==> src/design/imrot_pkg.sv <==
// Shared types and constants for the image rotation block.
// Used by the controller, the datapath and the top level; depends on nothing.
package imrot_pkg;

  // Image store geometry
  localparam int unsigned MaxSide  = 64;
  localparam int unsigned SideW    = $clog2(MaxSide);
  localparam int unsigned AddrW    = 2 * SideW;
  localparam int unsigned StoreDep = MaxSide * MaxSide;
  localparam int unsigned DimW     = 7;

  // Number formats
  localparam int unsigned PixW     = 32;
  localparam int unsigned FracBits = 16;
  localparam int unsigned CoefW    = FracBits + 3;

  // Stream and configuration port widths
  localparam int unsigned InDataW  = 48;
  localparam int unsigned CfgIdxW  = 3;
  localparam int unsigned CfgDataW = 32;

  // Request kinds carried in the input side-band
  typedef enum logic {
    REQ_LOAD = 1'b0,
    REQ_READ = 1'b1
  } req_e;

  // Configuration register indexes
  typedef enum logic [CfgIdxW-1:0] {
    REG_IN_SIDE    = 3'd0,
    REG_OUT_SIDE   = 3'd1,
    REG_COS_SCALED = 3'd2,
    REG_SIN_SCALED = 3'd3,
    REG_FILL_VALUE = 3'd4
  } cfg_reg_e;

  // Corner fetched from the store
  typedef enum logic [1:0] {
    CORNER_TL,
    CORNER_TR,
    CORNER_BL,
    CORNER_BR
  } corner_e;

  // Source of the difference register
  typedef enum logic [1:0] {
    DIFF_NONE,
    DIFF_RD_A,
    DIFF_RD_B,
    DIFF_B_A
  } diff_e;

  // Result of evaluating one axis
  typedef struct packed {
    logic             ok;
    logic [SideW-1:0] lo;
    logic [SideW-1:0] hi;
    logic [FracBits-1:0] w;
  } axis_t;

  // Commands from controller to datapath
  typedef struct packed {
    logic    take_req;
    logic    store_px;
    logic    load_pos;
    logic    load_axis;
    logic    rd_en;
    corner_e corner;
    logic    cap_a;
    logic    cap_b;
    diff_e   diff;
    logic    mul_en;
    logic    mul_vert;
    logic    acc_a;
    logic    acc_b;
    logic    emit_pix;
    logic    emit_fill;
  } cmd_t;

  // Status from datapath to controller
  typedef struct packed {
    logic axis_ok;
    logic out_free;
  } sts_t;

endpackage

==> src/design/imrot_ctrl.sv <==
// Sequencer for the image rotation block: accepts requests and steps the
// datapath through position, corner fetch and blend. Uses imrot_pkg.
module imrot_ctrl (
  input  logic               clk_i,
  input  logic               rst_ni,
  input  logic               in_valid_i,
  input  logic               in_kind_i,
  output logic               in_ready_o,
  input  imrot_pkg::sts_t    sts_i,
  output imrot_pkg::cmd_t    cmd_o
);

  typedef enum logic [3:0] {
    ST_IDLE,
    ST_POS,
    ST_AXIS,
    ST_RD_TL,
    ST_RD_TR,
    ST_RD_BL,
    ST_RD_BR,
    ST_MIX_T,
    ST_MUL_B,
    ST_MIX_B,
    ST_DIFF_V,
    ST_MUL_V,
    ST_EMIT,
    ST_FILL
  } state_e;

  state_e state_q, state_d;
  logic   take;

  assign in_ready_o = (state_q == ST_IDLE);
  assign take       = in_valid_i && in_ready_o;

  // Decode state into datapath commands and the next state
  always_comb begin
    cmd_o   = '0;
    state_d = state_q;
    case (state_q)
      ST_IDLE: begin
        if (take) begin
          if (in_kind_i == imrot_pkg::REQ_READ) begin
            cmd_o.take_req = 1'b1;
            state_d        = ST_POS;
          end else begin
            cmd_o.store_px = 1'b1;
          end
        end
      end
      ST_POS: begin
        cmd_o.load_pos = 1'b1;
        state_d        = ST_AXIS;
      end
      ST_AXIS: begin
        cmd_o.load_axis = 1'b1;
        state_d         = sts_i.axis_ok ? ST_RD_TL : ST_FILL;
      end
      ST_RD_TL: begin
        cmd_o.rd_en  = 1'b1;
        cmd_o.corner = imrot_pkg::CORNER_TL;
        state_d      = ST_RD_TR;
      end
      ST_RD_TR: begin
        cmd_o.rd_en  = 1'b1;
        cmd_o.corner = imrot_pkg::CORNER_TR;
        cmd_o.cap_a  = 1'b1;
        state_d      = ST_RD_BL;
      end
      ST_RD_BL: begin
        cmd_o.rd_en  = 1'b1;
        cmd_o.corner = imrot_pkg::CORNER_BL;
        cmd_o.diff   = imrot_pkg::DIFF_RD_A;
        state_d      = ST_RD_BR;
      end
      ST_RD_BR: begin
        cmd_o.rd_en  = 1'b1;
        cmd_o.corner = imrot_pkg::CORNER_BR;
        cmd_o.cap_b  = 1'b1;
        cmd_o.mul_en = 1'b1;
        state_d      = ST_MIX_T;
      end
      ST_MIX_T: begin
        cmd_o.acc_a = 1'b1;
        cmd_o.diff  = imrot_pkg::DIFF_RD_B;
        state_d     = ST_MUL_B;
      end
      ST_MUL_B: begin
        cmd_o.mul_en = 1'b1;
        state_d      = ST_MIX_B;
      end
      ST_MIX_B: begin
        cmd_o.acc_b = 1'b1;
        state_d     = ST_DIFF_V;
      end
      ST_DIFF_V: begin
        cmd_o.diff = imrot_pkg::DIFF_B_A;
        state_d    = ST_MUL_V;
      end
      ST_MUL_V: begin
        cmd_o.mul_en   = 1'b1;
        cmd_o.mul_vert = 1'b1;
        state_d        = ST_EMIT;
      end
      ST_EMIT: begin
        if (sts_i.out_free) begin
          cmd_o.emit_pix = 1'b1;
          state_d        = ST_IDLE;
        end
      end
      ST_FILL: begin
        if (sts_i.out_free) begin
          cmd_o.emit_fill = 1'b1;
          state_d         = ST_IDLE;
        end
      end
      default: begin
        state_d = ST_IDLE;
      end
    endcase
  end

  // Hold state
  always_ff @(posedge clk_i or negedge rst_ni) begin
    if (!rst_ni) begin
      state_q <= ST_IDLE;
    end else begin
      state_q <= state_d;
    end
  end

endmodule

==> config.mk <==
export PLATFORM = sky130hd
export DESIGN_NAME = imrot_ctrl
export DESIGN_NICKNAME = d
export VERILOG_FILES = /design/src/design/imrot_pkg.sv /design/src/design/imrot_ctrl.sv
export SDC_FILE = /design/constraint.sdc
export NUM_CORES = 1
export LEC_CHECK = 0
export ABC_CLOCK_PERIOD_IN_PS = 1200
export BUFFER_PORTS_ARGS = -buffer_cell sky130_fd_sc_hd__buf_2
export CAP_MARGIN = 25
export CORE_AREA = 3 3 40 42
export DETAILED_ROUTE_END_ITERATION = 16
export DIE_AREA = 0 0 43 45
export GPL_TIMING_DRIVEN = 0
export HOLD_SLACK_MARGIN = 0.05
export MAX_ROUTING_LAYER = met4
export PLACE_DENSITY = 0.66
export SYNTH_ARGS = -nofsm -noshare
export SYNTH_HDL_FRONTEND = slang
export SYNTH_SLANG_ARGS = --single-unit
export TNS_END_PERCENT = 10
==> constraint.sdc <==
create_clock -name clk_i -period 1.2 [get_ports clk_i]
set_clock_uncertainty 0.1 [all_clocks]
set_input_delay 0.24 -clock clk_i [delete_from_list [all_inputs] [get_ports clk_i]]
set_output_delay 0.24 -clock clk_i [all_outputs]
set_load 0.01 [all_outputs]
==> results of run 1 <==
## through the flow
step                      hold slack [ps]  setup TNS (ps)   util  cell area [sq um]  worst slack (ps)
after floorplan                      -156           -2120      -                434              -180
after global placement              -55.9           -4280  0.442                568              -342
after detailed placement            -52.6           -4270  0.442                568              -350
after CTS                             128           -6740  0.579                744              -432
after global routing                  128           -8490  0.620                797              -554
final                                 135           -7110  0.620                797              -459
## Yosys cell counts (all sizes together) (2+ instances only)
cell type  count  share of area
nor3           5          0.060
dfrtp          4           0.24
nor2          10          0.096
nand2b         5          0.075
a22o           2          0.042
a21oi          2          0.024
buf            5          0.072
o22ai          2          0.030
nand2          4          0.036
## how the worst max path moves through the flow
stage | end | slack, ps | cells after the start
after floorplan | cmd_o[15] | -180 | 3
after global routing | cmd_o[15] | -550 | 4
after global placement | cmd_o[5] | -340 | 5
final | cmd_o[5] | -460 | 5
after CTS | cmd_o[5] | -430 | 5
after detailed placement | cmd_o[5] | -350 | 5
## where the power goes
group	internal [W]	leakage (nW)	switching, W
logic	0.000987	0.337	0.000977
registers	0.000216	0.0454	0.000127
clock network	0.000112	0.0138	0.0000516
## kinds of logic after synthesis
kind of cell | after synthesis | synth area share
compound gates | 14 | 0.262
xor+xnor | 1 | 0.0211
buf+inv | 6 | 0.0813
flops | 4 | 0.241
mux | 2 | 0.0512
simple gates | 28 | 0.343
## repair_timing
| item | CTS | global route |
|---|---|---|
| endpoints found under the hold margin | 4 | 0 |
| hold buffers | 1 | 0 |
| resized for setup | 21 | 12 |
| pin swaps | 5 | 4 |
| buffers inserted | 8 | 1 |
| gates cloned | 1 | 0 |
| endpoints found under the setup margin | 22 | 22 |
## cell usage in the layout, fill, tap and decap left out, drive strengths merged, types with 2 or more instances in the layout
master   n
buf     38
nor2    10
nand2b   5
nor3     5
nand2    4
dfrtp    4
clkbuf   3
o22ai    2
a22o     2
a21oi    2
## area by class of cell
class                           count  area (sq um)
Buffer                              5          60.1
Clock buffer                        3          22.5
Fill cell                         104           488
Inverter                            1          3.75
Multi-Input combinational cell     45           377
Sequential cell                     4           104
Tap cell                           15          18.8
Timing Repair Buffer               34           211
## worst max-delay path, cell delays in order, from the launching register on
cell and delay [ps]:
dfrtp_1 330, buf_6 150, nand2b_4 190, mux2i_1 80
a32o_1 210, buf_2 130
## routing by layer
metal	wire length [um]	GRT usage	vias to the layer above
met2	761	0.257	13
met1	647	0.196	287
met4	17	0.0361	0
met3	63	0.0478	2
met5	0	-	-
li1	-	-	274
==> reports/metrics.json, run 1 <==
{
  "max_freq": {"value": 603, "unit": "MHz"},
  "floorplan.io_pins": {"value": 24},
  "leakage": {"value": 0.396, "unit": "nW"},
  "chipHeight": {"value": 45, "unit": "um"},
  "ant_nets": {"value": 0},
  "timing.critical_path.arrival": {"value": 1320, "unit": "ps"},
  "max-vdd-ir-drop": {"value": 0.00151, "unit": "V"},
  "timing.critical_path.to_type": {"value": "output pin"},
  "hold_class": {"value": "input port to register"},
  "grt_first_pass_wirelength": {"value": 2260, "unit": "um"},
  "grt_max_degree": {"value": 11},
  "layout_top_registers": {"value": "state_q x4"},
  "insertedDiodeCount": {"value": 0},
  "port_buffers": {"value": 23},
  "critical_path.startpoint_type": {"value": "register"},
  "ff2ff_path_depth": {"value": 3},
  "globalRouteOverflowTotal": {"value": 0},
  "whs_path_depth": {"value": 2},
  "dieWidth": {"value": 43, "unit": "um"},
  "cts_tree": {"value": "built"},
  "cts-root-to-sink-buffers": {"value": 2},
  "min_from": {"value": "sts_i[1]"},
  "setup_viol_count_final": {"value": 22},
  "worst_slew_margin_rel": {"value": 0.835},
  "r2r-start": {"value": "state_q[2]$_DFFE_PN0P_"},
  "max-cap-violations": {"value": 0},
  "final_layout_size_suffix_gt1_frac": {"value": 0.685},
  "dominantRegCellSynth": {"value": "dfrtp_1"},
  "design_power_total": {"value": 0.00247, "unit": "W"},
  "cts_made_buffers": {"value": 3},
  "fp.coreArea": {"value": 0.00128, "unit": "sq mm"},
  "largest_register_by_flop_count": {"value": "state_q"},
  "timing_worst_slew_pin_value": {"value": 246, "unit": "ps"},
  "routed_wire_length_per_instance": {"value": 13.9, "unit": "um"},
  "violation_count_after_the_first_detailed_route_iteration": {"value": 17},
  "report.final.hold_viol_count": {"value": 0},
  "post_synth_edffs": {"value": 0},
  "place.detailed.hpwl": {"value": 858, "unit": "um"},
  "ctsRootBufferMaster": {"value": "clkbuf_4"},
  "drt_first_pass_iters": {"value": 4},
  "final-max-slew-violation-count": {"value": 0},
  "clk-insertion-delay-late": {"value": 230, "unit": "ps"},
  "grt_usage": {"value": 0.159},
  "postSynthRegisterBits": {"value": 4},
  "crit_required": {"value": 860, "unit": "ps"},
  "core.rowCount": {"value": 13},
  "remaining_drc_errors": {"value": 0},
  "largest_register_ff_count": {"value": 4},
  "rsz_0062_raised_after_global_routing": {"value": "yes"},
  "asyncSetResetFlopFracSynth": {"value": 1.00},
  "fin_crit_sh": {"value": 1.38},
  "avgSynthCellArea": {"value": 7.55, "unit": "sq um"},
  "synthesized_netlist_net_count": {"value": 61},
  "nets": {"value": 100},
  "grt_antenna_before_repair": {"value": 0},
  "post_synthesis_cell_type_count": {"value": 27},
  "violations": {"value": "negative setup slack"},
  "placedCellCount": {"value": 93},
  "clock_sink_count": {"value": 4},
  "status": {"value": "finished with violations"},
  "post_synth_inst_count": {"value": 55},
  "drt-vias-per-instance": {"value": 5.38},
  "period_minus_slack": {"value": 1660, "unit": "ps"},
  "fin_ws": {"value": -459, "unit": "ps"},
  "cts-htree-levels": {"value": 1},
  "timing.critical_path.from": {"value": "state_q[3]$_DFFE_PN0P_"},
  "clk_transition_reported_paths": {"value": 40, "unit": "ps"},
  "drt-total-wl": {"value": 1490, "unit": "um"},
  "yosys_warnings": {"value": 0},
  "r2r_end": {"value": "state_q[2]$_DFFE_PN0P_"},
  "floorplan.initialDensity": {"value": 0.323},
  "power_density_relative_to_cell_area": {"value": 3100, "unit": "mW/mm^2"},
  "yosysSeqAreaShare": {"value": 0.241},
  "cp_max_fo": {"value": 8},
  "routed-via-count": {"value": 576},
  "number_of_global_route_vias_before_repair": {"value": 498},
  "r2r_slack": {"value": -150, "unit": "ps"},
  "min_delay_worst_endpoint": {"value": "state_q[2]$_DFFE_PN0P_"},
  "worstSetupPathType": {"value": "register to output pin"},
  "floorplan.die_area": {"value": 0.00194, "unit": "sq mm"},
  "final_cell_count_no_fill": {"value": 107},
  "synth.cell_area": {"value": 415, "unit": "sq um"},
  "weighted_congestion_at_the_end_of_routability_driven_global_placement": {"value": 0.727},
  "area_growth_syn_to_layout": {"value": 91.9, "unit": "%"}
}
Note: power is estimated with default switching activity, not from simulation.
==> run 2, diff against run 1 <==
--- a/config.mk
+++ b/config.mk
@@ -15,6 +15,7 @@
 export HOLD_SLACK_MARGIN = 0.05
 export MAX_ROUTING_LAYER = met4
 export PLACE_DENSITY = 0.66
+export SKIP_CTS_REPAIR_TIMING = 1
 export SYNTH_ARGS = -nofsm -noshare
 export SYNTH_HDL_FRONTEND = slang
 export SYNTH_SLANG_ARGS = --single-unit
==> run 2 against run 1 <==
Compared with the run above: the flow still finishes with violations (negative setup slack); highest routed layer is now met3; critical path type unchanged; fmax down 0.45%; register-to-register slack better by 50 ps; sequential power up 3%.
==> reports/metrics.json, run 2 (same netlist as run 1, synthesis figures left out) <==
{
  "status": {"value": "finished with violations"},
  "violations": {"value": "negative setup slack"},
  "routed-via-count": {"value": 524, "change": "-9.0%"},
  "drt-vias-per-instance": {"value": 5.19, "change": "-3.6%"},
  "crit_chain": {"value": "buf_8 > nor2_4 > nand2_1 > a21boi_1 > buf_2"},
  "hold_class": {"value": "input port to register"},
  "power_density_relative_to_cell_area": {"value": 3030, "unit": "mW/mm^2", "change": "-2.3%"},
  "place.detailed.hpwl": {"value": 858, "unit": "um", "change": "unchanged"},
  "post-route-util": {"value": 0.561, "change": "-0.0594"},
  "timing_worst_slew_pin_value": {"value": 228, "unit": "ps", "change": "-18.3 ps"},
  "remaining_drc_errors": {"value": 0, "change": "unchanged"},
  "insertedDiodeCount": {"value": 0, "change": "unchanged"},
  "max-cap-violations": {"value": 0, "change": "unchanged"},
  "fin_crit_sh": {"value": 1.39, "change": "+0.00620"},
  "globalRouteOverflowTotal": {"value": 0, "change": "unchanged"},
  "final.fill_count": {"value": 114, "change": "+9.6%"},
  "placedInstanceArea": {"value": 568, "unit": "sq um", "change": "unchanged"},
  "final_total_negative_setup_slack": {"value": -6850, "unit": "ps", "change": "+257 ps"},
  "port_buffers": {"value": 23, "change": "unchanged"},
  "critical_path.startpoint_type": {"value": "register"},
  "violation_count_after_the_first_detailed_route_iteration": {"value": 7, "change": "-10"},
  "most-common-layout-cells": {"value": "23 x buf_2, 7 x nor2_1, 5 x buf_6"},
  "grt_first_pass_wirelength": {"value": 1770, "unit": "um", "change": "-21%"},
  "nets": {"value": 94, "change": "-6.0%"},
  "routed_wire_length_per_instance": {"value": 12.7, "unit": "um", "change": "-9.1%"},
  "max_freq": {"value": 600, "unit": "MHz", "change": "-0.45%"},
  "grt_util_met1": {"value": 0.162, "change": "-0.0339"},
  "weighted_congestion_at_the_end_of_routability_driven_global_placement": {"value": 0.727, "change": "unchanged"},
  "final_cell_count_no_fill": {"value": 101, "change": "-5.6%"},
  "dieWidth": {"value": 43, "unit": "um", "change": "unchanged"},
  "crit_path_slowest_cell": {"value": "dfrtp_2"},
  "cts_made_buffers": {"value": 3, "change": "unchanged"},
  "setup_viol_count_final": {"value": 20, "change": "-9.1%"},
  "floorplan.initialDensity": {"value": 0.323, "change": "unchanged"},
  "report.final.hold_viol_count": {"value": 0, "change": "unchanged"},
  "grt_antenna_before_repair": {"value": 0, "change": "unchanged"},
  "worst_slew_margin_rel": {"value": 0.847, "change": "+0.0123"},
  "timing.critical_path.to_type": {"value": "output pin"},
  "layout_top_registers": {"value": "state_q x4"},
  "cts_tree": {"value": "built"},
  "fp.coreArea": {"value": 0.00128, "unit": "sq mm", "change": "unchanged"},
  "largest_register_ff_count": {"value": 4, "change": "unchanged"},
  "grt_usage": {"value": 0.124, "change": "-0.0352"},
  "core.rowCount": {"value": 13, "change": "unchanged"},
  "design_area": {"value": 721, "unit": "sq um", "change": "-9.6%"},
  "cts-root-to-sink-buffers": {"value": 2, "change": "unchanged"},
  "grt.met3_usage": {"value": 0.0478, "change": "unchanged"},
  "crit_required": {"value": 860, "unit": "ps", "change": "about the same"},
  "chipHeight": {"value": 45, "unit": "um", "change": "unchanged"},
  "period_minus_slack": {"value": 1670, "unit": "ps", "change": "+7.44 ps"},
  "grt_util_met2": {"value": 0.177, "change": "-0.0808"},
  "floorplan.io_pins": {"value": 24, "change": "unchanged"},
  "fin_ws": {"value": -466, "unit": "ps", "change": "-7.44 ps"},
  "cts-htree-levels": {"value": 1, "change": "unchanged"},
  "timing.hold.ws": {"value": 135, "unit": "ps", "change": "-0.654 ps"},
  "drt-total-wl": {"value": 1280, "unit": "um", "change": "-14%"},
  "placedCellCount": {"value": 93, "change": "unchanged"},
  "clk_transition_reported_paths": {"value": 30, "unit": "ps", "change": "about the same"},
  "cpPeakStageDelay": {"value": 480, "unit": "ps", "change": "+150 ps"},
  "drt_first_pass_iters": {"value": 4, "change": "unchanged"},
  "clock_sink_count": {"value": 4, "change": "unchanged"},
  "number_of_global_route_vias_before_repair": {"value": 410, "change": "-18%"},
  "ant_nets": {"value": 0, "change": "unchanged"},
  "cp_max_fo": {"value": 10, "change": "+2"},
  "leakage": {"value": 0.351, "unit": "nW", "change": "-11%"},
  "ctsRootBufferMaster": {"value": "clkbuf_4"},
  "largest_register_by_flop_count": {"value": "state_q"},
  "timing.critical_path.arrival": {"value": 1330, "unit": "ps", "change": "about the same"},
  "max-vdd-ir-drop": {"value": 0.00139, "unit": "V", "change": "-7.9%"},
  "busiest_layer": {"value": "met2"},
  "floorplan.die_area": {"value": 0.00194, "unit": "sq mm", "change": "unchanged"},
  "final-max-slew-violation-count": {"value": 0, "change": "unchanged"},
  "worstSetupPathType": {"value": "register to output pin"},
  "final_layout_size_suffix_gt1_frac": {"value": 0.628, "change": "-0.0569"},
  "rsz_0062_raised_after_global_routing": {"value": "yes"},
  "grt_max_degree": {"value": 11, "change": "unchanged"},
  "area_growth_syn_to_layout": {"value": 73.5, "unit": "%"},
  "clk-insertion-delay-late": {"value": 230, "unit": "ps", "change": "about the same"},
  "most_common_cell_after_layout_fill_and_taps_aside": {"value": "buf_2"}
}
[run 2: changes by cell type in the layout (fill, tap and decap cells not counted), sizes merged]
cell and change:
buf -6
[run 2: power breakdown]
part           switching, W  internal (W)
Sequential         0.000136      0.000216
Combinational      0.000846      0.000821
Clock             0.0000525      0.000112
[run 2: critical path: cells and delay by family (launching register included)]
family	cells	cell delay [ps]
AOI/OAI and AO/OA	1	110
buffers and inverters	2	330
DFF	1	480
and+or+nand+nor	2	180
[run 2: per-stage QoR]
stage               total power [W]  setup slack, ps
floorplan                   0.00123             -180
global placement            0.00157             -342
detailed placement          0.00158             -350
CTS                         0.00176             -602
global route                0.00236             -556
finish                      0.00218             -466
[run 2: cell type report]
| type | count | area (sq um) | share of cell area |
|---|---|---|---|
| Inverter | 1 | 3.75 | 0.00521 |
| Buffer | 5 | 60.1 | 0.0833 |
| Clock buffer | 3 | 22.5 | 0.0313 |
| Sequential cell | 4 | 104 | 0.144 |
| Tap cell | 15 | 18.8 | 0.0260 |
| Multi-Input combinational cell | 45 | 353 | 0.490 |
| Timing Repair Buffer | 28 | 159 | 0.220 |
[run 2: path summary, 6_finish.rpt]
check	from	to	slack, ps	cells past startpoint
max	state_q[2]$_DFFE_PN0P_	cmd_o[7]	-470	5
min	sts_i[1]	state_q[2]$_DFFE_PN0P_	130	2
max reg2reg	state_q[0]$_DFFE_PN0P_	state_q[2]$_DFFE_PN0P_	-100	3
min reg2reg	state_q[1]$_DFFE_PN0P_	state_q[2]$_DFFE_PN0P_	620	2
max in group asynchronous	rst_ni	state_q[1]$_DFFE_PN0P_	630	2
min in group asynchronous	rst_ni	state_q[3]$_DFFE_PN0P_	240	2
[run 2: per-layer routing]
metal  up-vias  part of all wire
met5         -                 0
met4         0                 0
met3         0             0.054
met2        11              0.50
li1        260                 -
met1       253              0.44
